--- src/hdl/fpba_pkg.sv ---
// Package of types and constants for the block allocator.
package fpba_pkg;

   localparam int NUM_BLOCKS = 8;
   localparam int SIZE_BITS  = 16;
   localparam int IDX_BITS   = (NUM_BLOCKS > 1) ? $clog2(NUM_BLOCKS) : 1;
   localparam int COUNT_BITS = 4;
   localparam int STATUS_BITS = 2;
   localparam int POLICY_BITS = 2;

   localparam logic [COUNT_BITS-1:0] NUM_BLOCKS_CNT = COUNT_BITS'(NUM_BLOCKS);

   localparam logic [STATUS_BITS-1:0] STATUS_LOADED    = 2'd0;
   localparam logic [STATUS_BITS-1:0] STATUS_ALLOCATED = 2'd1;
   localparam logic [STATUS_BITS-1:0] STATUS_NOT_ALLOC = 2'd2;

   localparam logic [POLICY_BITS-1:0] POLICY_FIRST = 2'd0;
   localparam logic [POLICY_BITS-1:0] POLICY_BEST  = 2'd1;
   localparam logic [POLICY_BITS-1:0] POLICY_WORST = 2'd2;

   localparam logic REQ_LOAD  = 1'b0;
   localparam logic REQ_ALLOC = 1'b1;

   localparam logic CSR_FIT_POLICY    = 1'b0;
   localparam logic CSR_BLOCKS_IN_USE = 1'b1;

   typedef enum logic [1:0] {
      ST_IDLE,
      ST_SCAN,
      ST_FINISH,
      ST_DONE
   } state_type;

   typedef struct packed {
      logic                   clear;
      logic                   eval;
      logic [POLICY_BITS-1:0] policy;
   } pick_ctrl_type;

endpackage

--- src/hdl/fpba_pick.sv ---
// Running selection of the fitting table entry during an allocation scan.
module fpba_pick (
   input  logic                                  clock,
   input  logic                                  reset,
   input  fpba_pkg::pick_ctrl_type               ctrl,
   input  logic [fpba_pkg::SIZE_BITS-1:0]        req_size,
   input  logic [fpba_pkg::SIZE_BITS-1:0]        entry_size,
   input  logic [fpba_pkg::IDX_BITS-1:0]         entry_idx,
   output logic                                  found,
   output logic [fpba_pkg::IDX_BITS-1:0]         sel_idx,
   output logic [fpba_pkg::SIZE_BITS-1:0]        sel_size
);

   logic                              found_ff, found_in;
   logic [fpba_pkg::IDX_BITS-1:0]     sel_idx_ff, sel_idx_in;
   logic [fpba_pkg::SIZE_BITS-1:0]    sel_size_ff, sel_size_in;
   logic                              fits;
   logic                              take;

   always_comb begin
      fits = (entry_size >= req_size);
      // Strict compares keep the lowest index on ties; any other policy code stays with the first hit.
      take = fits && (!found_ff ||
                      ((ctrl.policy == fpba_pkg::POLICY_BEST)  && (entry_size < sel_size_ff)) ||
                      ((ctrl.policy == fpba_pkg::POLICY_WORST) && (entry_size > sel_size_ff)));
      found_in    = found_ff;
      sel_idx_in  = sel_idx_ff;
      sel_size_in = sel_size_ff;
      priority if (ctrl.clear) begin
         found_in = 1'b0;
      end else if (ctrl.eval && take) begin
         found_in    = 1'b1;
         sel_idx_in  = entry_idx;
         sel_size_in = entry_size;
      end
   end

   always_ff @(posedge clock) begin
      if (reset) begin
         found_ff <= 1'b0;
      end else begin
         found_ff <= found_in;
      end
   end

   always_ff @(posedge clock) begin
      sel_idx_ff  <= sel_idx_in;
      sel_size_ff <= sel_size_in;
   end

   assign found    = found_ff;
   assign sel_idx  = sel_idx_ff;
   assign sel_size = sel_size_ff;

endmodule

--- src/hdl/fit_policy_block_allocator_unit.sv ---
// Channel | direction | handshake                | payload
// req     | in        | req_valid / req_stall    | req_type, req_block_index, req_size_value
// rsp     | out       | rsp_valid / rsp_stall    | rsp_status, rsp_chosen_block, rsp_remaining_size
// csr     | in        | csr_valid / csr_ready    | csr_index, csr_data
//
// A load item writes its entry; an allocate item scans the first min(blocks_in_use, 8) entries
// through the single read port of the free-size memory, one entry a cycle, and writes back the
// remainder if one fits. The result goes from the done state to the output register, and the
// next item is taken in the idle state after that. req_stall is high from acceptance until
// then, so a held result keeps the next item in its done state. Synchronous reset clears the
// control state and the per-entry valid bits, so every entry reads as zero with no clearing pass.
module fit_policy_block_allocator_unit (
   input  logic                                    clock,
   input  logic                                    reset,
   input  logic                                    req_valid,
   output logic                                    req_stall,
   input  logic                                    req_type,
   input  logic [fpba_pkg::IDX_BITS-1:0]           req_block_index,
   input  logic [fpba_pkg::SIZE_BITS-1:0]          req_size_value,
   output logic                                    rsp_valid,
   input  logic                                    rsp_stall,
   output logic [fpba_pkg::STATUS_BITS-1:0]        rsp_status,
   output logic [fpba_pkg::IDX_BITS-1:0]           rsp_chosen_block,
   output logic [fpba_pkg::SIZE_BITS-1:0]          rsp_remaining_size,
   input  logic                                    csr_valid,
   output logic                                    csr_ready,
   input  logic                                    csr_index,
   input  logic [fpba_pkg::COUNT_BITS-1:0]         csr_data
);

   fpba_pkg::state_type                    state_ff, state_in;
   logic [fpba_pkg::POLICY_BITS-1:0]       fit_policy_ff;
   logic [fpba_pkg::COUNT_BITS-1:0]        blocks_in_use_ff;
   logic [fpba_pkg::COUNT_BITS-1:0]        limit;
   logic [fpba_pkg::COUNT_BITS-1:0]        iss_ff, iss_in;
   logic                                   rd_pending_ff, rd_pending_in;
   logic [fpba_pkg::IDX_BITS-1:0]          rd_idx_ff;
   logic [fpba_pkg::IDX_BITS-1:0]          rd_addr;
   logic [fpba_pkg::SIZE_BITS-1:0]         rd_data_ff;
   logic [fpba_pkg::SIZE_BITS-1:0]         entry_size;
   logic [fpba_pkg::SIZE_BITS-1:0]         req_size_ff, req_size_in;
   logic [fpba_pkg::NUM_BLOCKS-1:0]        valid_ff;
   logic                                   wr_en;
   logic [fpba_pkg::IDX_BITS-1:0]          wr_addr;
   logic [fpba_pkg::SIZE_BITS-1:0]         wr_data;
   logic [fpba_pkg::SIZE_BITS-1:0]         remain;
   logic [fpba_pkg::STATUS_BITS-1:0]       res_status_ff, res_status_in;
   logic [fpba_pkg::IDX_BITS-1:0]          res_block_ff, res_block_in;
   logic [fpba_pkg::SIZE_BITS-1:0]         res_size_ff, res_size_in;
   logic                                   rsp_valid_ff, rsp_valid_in;
   logic                                   rsp_load;
   logic [fpba_pkg::STATUS_BITS-1:0]       rsp_status_ff;
   logic [fpba_pkg::IDX_BITS-1:0]          rsp_block_ff;
   logic [fpba_pkg::SIZE_BITS-1:0]         rsp_size_ff;
   fpba_pkg::pick_ctrl_type                pick_ctrl;
   logic                                   pick_found;
   logic [fpba_pkg::IDX_BITS-1:0]          pick_idx;
   logic [fpba_pkg::SIZE_BITS-1:0]         pick_size;

   logic [fpba_pkg::SIZE_BITS-1:0]         free_mem [fpba_pkg::NUM_BLOCKS];

   // Configuration registers.
   assign csr_ready = 1'b1;

   always_ff @(posedge clock) begin
      if (reset) begin
         fit_policy_ff    <= fpba_pkg::POLICY_FIRST;
         blocks_in_use_ff <= fpba_pkg::NUM_BLOCKS_CNT;
      end else if (csr_valid) begin
         unique case (csr_index)
            fpba_pkg::CSR_FIT_POLICY:    fit_policy_ff    <= csr_data[fpba_pkg::POLICY_BITS-1:0];
            fpba_pkg::CSR_BLOCKS_IN_USE: blocks_in_use_ff <= csr_data;
            default:                     fit_policy_ff    <= fit_policy_ff;
         endcase
      end
   end

   assign limit = (blocks_in_use_ff > fpba_pkg::NUM_BLOCKS_CNT) ? fpba_pkg::NUM_BLOCKS_CNT
                                                                 : blocks_in_use_ff;

   // Free-size memory: one write port, one read port with registered data.
   assign rd_addr = iss_ff[fpba_pkg::IDX_BITS-1:0];

   always_ff @(posedge clock) begin
      if (wr_en) begin
         free_mem[wr_addr] <= wr_data;
      end
      rd_data_ff <= free_mem[rd_addr];
      rd_idx_ff  <= rd_addr;
   end

   // An entry never written since reset reads as zero.
   always_ff @(posedge clock) begin
      if (reset) begin
         valid_ff <= '0;
      end else if (wr_en) begin
         valid_ff[wr_addr] <= 1'b1;
      end
   end

   assign entry_size = valid_ff[rd_idx_ff] ? rd_data_ff : '0;
   assign remain     = pick_size - req_size_ff;

   fpba_pick u_pick (
      .clock      (clock),
      .reset      (reset),
      .ctrl       (pick_ctrl),
      .req_size   (req_size_ff),
      .entry_size (entry_size),
      .entry_idx  (rd_idx_ff),
      .found      (pick_found),
      .sel_idx    (pick_idx),
      .sel_size   (pick_size)
   );

   // Sequencer.
   always_comb begin
      state_in         = state_ff;
      iss_in           = iss_ff;
      rd_pending_in    = 1'b0;
      req_size_in      = req_size_ff;
      res_status_in    = res_status_ff;
      res_block_in     = res_block_ff;
      res_size_in      = res_size_ff;
      wr_en            = 1'b0;
      wr_addr          = req_block_index;
      wr_data          = req_size_value;
      rsp_load         = 1'b0;
      req_stall        = 1'b1;
      pick_ctrl.clear  = 1'b0;
      pick_ctrl.eval   = 1'b0;
      pick_ctrl.policy = fit_policy_ff;
      unique case (state_ff)
         fpba_pkg::ST_IDLE: begin
            req_stall = 1'b0;
            if (req_valid) begin
               if (req_type == fpba_pkg::REQ_LOAD) begin
                  wr_en         = 1'b1;
                  res_status_in = fpba_pkg::STATUS_LOADED;
                  res_block_in  = '0;
                  res_size_in   = '0;
                  state_in      = fpba_pkg::ST_DONE;
               end else begin
                  req_size_in     = req_size_value;
                  iss_in          = '0;
                  pick_ctrl.clear = 1'b1;
                  state_in        = fpba_pkg::ST_SCAN;
               end
            end
         end
         fpba_pkg::ST_SCAN: begin
            // Reads are issued one a cycle; each is judged when its data returns.
            pick_ctrl.eval = rd_pending_ff;
            if (iss_ff < limit) begin
               rd_pending_in = 1'b1;
               iss_in        = iss_ff + 1'b1;
            end else if (!rd_pending_ff) begin
               state_in = fpba_pkg::ST_FINISH;
            end
         end
         fpba_pkg::ST_FINISH: begin
            if (pick_found) begin
               wr_en         = 1'b1;
               wr_addr       = pick_idx;
               wr_data       = remain;
               res_status_in = fpba_pkg::STATUS_ALLOCATED;
               res_block_in  = pick_idx;
               res_size_in   = remain;
            end else begin
               res_status_in = fpba_pkg::STATUS_NOT_ALLOC;
               res_block_in  = '0;
               res_size_in   = '0;
            end
            state_in = fpba_pkg::ST_DONE;
         end
         fpba_pkg::ST_DONE: begin
            if (!rsp_valid_ff || !rsp_stall) begin
               rsp_load = 1'b1;
               state_in = fpba_pkg::ST_IDLE;
            end
         end
         default: state_in = fpba_pkg::ST_IDLE;
      endcase
   end

   assign rsp_valid_in = rsp_load || (rsp_valid_ff && rsp_stall);

   always_ff @(posedge clock) begin
      if (reset) begin
         state_ff      <= fpba_pkg::ST_IDLE;
         iss_ff        <= '0;
         rd_pending_ff <= 1'b0;
         rsp_valid_ff  <= 1'b0;
      end else begin
         state_ff      <= state_in;
         iss_ff        <= iss_in;
         rd_pending_ff <= rd_pending_in;
         rsp_valid_ff  <= rsp_valid_in;
      end
   end

   always_ff @(posedge clock) begin
      req_size_ff   <= req_size_in;
      res_status_ff <= res_status_in;
      res_block_ff  <= res_block_in;
      res_size_ff   <= res_size_in;
      if (rsp_load) begin
         rsp_status_ff <= res_status_ff;
         rsp_block_ff  <= res_block_ff;
         rsp_size_ff   <= res_size_ff;
      end
   end

   assign rsp_valid          = rsp_valid_ff;
   assign rsp_status         = rsp_status_ff;
   assign rsp_chosen_block   = rsp_block_ff;
   assign rsp_remaining_size = rsp_size_ff;

endmodule

--- config.mk ---
export PLATFORM = sky130hd
export DESIGN_NAME = fit_policy_block_allocator_unit
export DESIGN_NICKNAME = d
export VERILOG_FILES = /design/src/hdl/fpba_pkg.sv /design/src/hdl/fpba_pick.sv /design/src/hdl/fit_policy_block_allocator_unit.sv
export SDC_FILE = /design/constraint.sdc
export NUM_CORES = 1
export LEC_CHECK = 0
export BUFFER_PORTS_ARGS = -buffer_cell sky130_fd_sc_hd__buf_2
export CAP_MARGIN = 20
export CORE_MARGIN = 8
export CORE_UTILIZATION = 36
export CTS_CLUSTER_SIZE = 30
export DETAILED_ROUTE_END_ITERATION = 12
export GPL_TIMING_DRIVEN = 0
export SLEW_MARGIN = 20
export SYNTH_ARGS = -nofsm -noshare
export SYNTH_HDL_FRONTEND = slang
export SYNTH_HIERARCHICAL = 1
export SYNTH_SLANG_ARGS = --single-unit
export TNS_END_PERCENT = 10
--- constraint.sdc ---
create_clock -name clock -period 3.65 [get_ports clock]
set_clock_uncertainty 0.1 [all_clocks]
set_input_delay 0.365 -clock clock [delete_from_list [all_inputs] [get_ports clock]]
set_output_delay 0.365 -clock clock [all_outputs]
set_load 0.02 [all_outputs]
==> impl_results.md <==
- Hold crit path type: in2reg
- Hpwl dp: 16.4 mm
- Final WS setup: 0.172 ns
- Initial DRC count: 382
- M1 GR Usage: 16.5%
- Fin Setup TNS: 0 ns
- Vias per inst: 4.95
- Initial core utilization: 36.2%
- Antenna violations before repair: 0
- Final WL: 22.9 mm
- Root buf cell: clkbuf_16
- Delay-heaviest family, CP: multiplexers
- Die height: 188 um
- Post-synthesis instance area: 0.0106 mm^2
- Mapped Cells: 725
- Mapped Avg Cell Area: 14.7 um^2
- DR vias: 6,184
- Worst Tran Pin Value: 1.07 ns
- Final Hold Viols: 0
- Top-area cell type share of the netlist area: 57.8%
- Final net count: 927
- CP peak stage delay: 0.55 ns
- Run status: finished, final reports clean
- Post-synth EDFFs: 205
- Synth warn: 6
- Largest net degree at the start of global routing: 22
- Pwr/cell area: 526 mW/mm^2
- FF+latch area: 0.00700 mm^2
- Clk slew on worst S/H paths: 0.06 ns
- Worst VDD drop: 0.000270 V
- Clock sinks: 247
- Power Total: 6710 uW
- Cell taking the most area after synthesis: edfxtp_1
- Seq/Total Area, Yosys: 65.7%
- Clk_lat worst skew: 0.53 ns
- Worst Setup Start Kind: register
- Required @ worst endpoint: 3.78 ns
- Worst R2R Setup Slack: 0.17 ns
- Most Frequent Cell on Critical Path: buf_12
- Clock Tree Buf Depth: 3
- Slew Limit Fails: 0
- CP arrival: 3.60 ns
- First-pass GRT wire length: 35.6 mm
- FP Rows: 63
- Max_cap viols: 0
- Period utilization: 95.3%
- Core ar.: 0.0294 mm^2
- Synthesized Nets: 811
- Area contributors post-synth: edfxtp_1, dfxtp_1, mux4_2
- Max stage delay cell, worst path: mux4_2
- Main synth FF type: edfxtp_1
- Nature of the critical path endpoint: register
- Vias in the first global route: 6,363
- Highest clock rate: 287 MHz
- Headroom to the max-slew limit: 28.1%
- # IOs: 54
- Detailed Routing Iterations Pass 1: 5
- Layout area overhead: 19.8%
- Crit Path Class: reg2reg
- Worst path bufs/invs: 3
- Chip width: 188 um
- Number of distinct library cells after synthesis: 59
- Port bufs: 52
- RSZ-0062 raised after global routing: false
- CTS Buf Count: 25
- GR Util All Layers: 12.8%
- Crit path max fanout: 14
- Final Setup Violations: 0
- GR peak layer: met2
- Wire per inst: 18.3 um
- Seq cells post-synth: 247
- GRT overflow: 0
- Post-route DRC: 0
- Filler cell count: 2,632
- Post-layout minimum cycle time: 3.48 ns
- Met3 capacity usage during global routing: 1.80%
- Final ANT Viol Nets: 0
- H-tree levels: 1
- Ant diodes: 0
- RePlAce Congestion: 0.885
- Multi-input logic area: 0.00345 mm^2
- WHS: 0.0409 ns
- Ratio of cells with drive above 1 in the final layout: 22.2%
- Die Area: 0.0353 mm^2
- Pre-CTS setup slack: -1.05 ns
- Leakage: 0.00473 uW
- Global routing usage on met2: 22.3%
- Asr flop ratio synth: 0%
- CTS tree: done
- Cell Chain, Critical Path: mux4_2, mux2i_4, buf_12, buf_4, nor2b_1, ha_1, nand4_1, nor2_1, a221oi_2, a31oi_1, and4bb_4, buf_12
==> layout make-up <==
cell class | instances | share of cell area, %
multi-input cells | 399 | 27.0
repair buffers | 89 | 5.55
plain buffers | 18 | 0.716
clock buffers | 27 | 4.97
clock inverters | 19 | 1.21
well taps | 390 | 3.83
inverters | 61 | 1.80
flip-flops and latches | 247 | 54.9
==> stage by stage <==
stage	util [%]	cell area, um^2	cells
floorplan	-	10600	725
global placement	38.7	11400	1167
detailed placement	39.5	11600	1177
global route	43.4	12700	1250
finish	43.4	12700	1250
CTS	43.1	12700	1246
==> layout by cell type, fill, tap and decap left out, drive strengths merged, types with 14 or more instances in the layout <==
cell type | synthesis | routed
nor2b | 19 | 19
mux4 | 34 | 34
ha | 55 | 55
a21oi | 32 | 32
nor2 | 52 | 52
edfxtp | 205 | 205
buf | 5 | 74
clkbuf | 13 | 41
inv | 60 | 61
nand2 | 37 | 37
o21ai | 21 | 21
mux2 | 18 | 18
clkinv | 1 | 14
dfxtp | 42 | 42
dlygate4sd3 | 0 | 19
==> layer usage <==
| metal | wire length, um | up-vias |
|---|---|---|
| li1 | - | 2952 |
| met1 | 9970 | 3056 |
| met2 | 11300 | 144 |
| met3 | 1160 | 32 |
| met4 | 471 | 0 |
| met5 | 0 | - |
==> kinds of logic after synthesis <==
family                   synth area share [%]
flip-flops                               65.7
AND/OR/NAND/NOR                          7.77
AO/OA/AOI/OAI                            6.58
buffers and inverters                    2.92
adder cells (fa/ha/maj)                  6.65
multiplexers                             9.32
XOR/XNOR                                0.988
other                                  0.0352
==> report_power, final <==
part	switching (uW)	internal [uW]
Clock	1040	1400
Combinational	543	382
Sequential	64.0	3280
==> synth_stat cells (8+ instances only) <==
library cell  number
ha_1              55
clkbuf_1          13
o21ai_0           20
a21o_1            13
dfxtp_1           42
a31oi_1            8
mux4_2            33
a21oi_1           31
inv_1             60
nor2b_1           19
nor2_1            52
nand2b_1          10
nand2_1           37
mux2_2            18
nand3_1           13
xnor2_1            9
edfxtp_1         205
==> registers in the layout, indices dropped and copies added (netlist names), 3 cells and up <==
signal              cells
blocks_in_use_ff        4
free_mem              128
iss_ff                  4
rd_data_ff             16
rd_idx_ff               3
req_size_ff            16
res_block_ff            3
res_size_ff            16
rsp_chosen_block        3
rsp_remaining_size     16
u_pick/sel_idx          3
u_pick/sel_size        16
valid_ff                8
==> worst paths after layout <==
check	depth (start not counted)	start	to
worst max-delay path	12	rd_idx_ff[0]	u_pick/sel_size[13]
worst min register to register	0	iss_ff[2]	rd_idx_ff[2]
worst min-delay path	3	rsp_stall	rsp_valid
worst max register to register	12	rd_idx_ff[0]	u_pick/sel_size[13]
==> what timing repair did <==
action	in CTS	in global routing
buffers inserted	4	3
resized for setup	9	5
setup endpoints to repair	20	19
pin swaps	1	2
endpoints found under the hold margin	19	0
hold buffers	19	0
==> worst min-delay path, cell delays in order <==
cell     delay, ns
buf_2         0.12
a21oi_1       0.07
nor2_1        0.07
(Power assumes the default switching activity.)
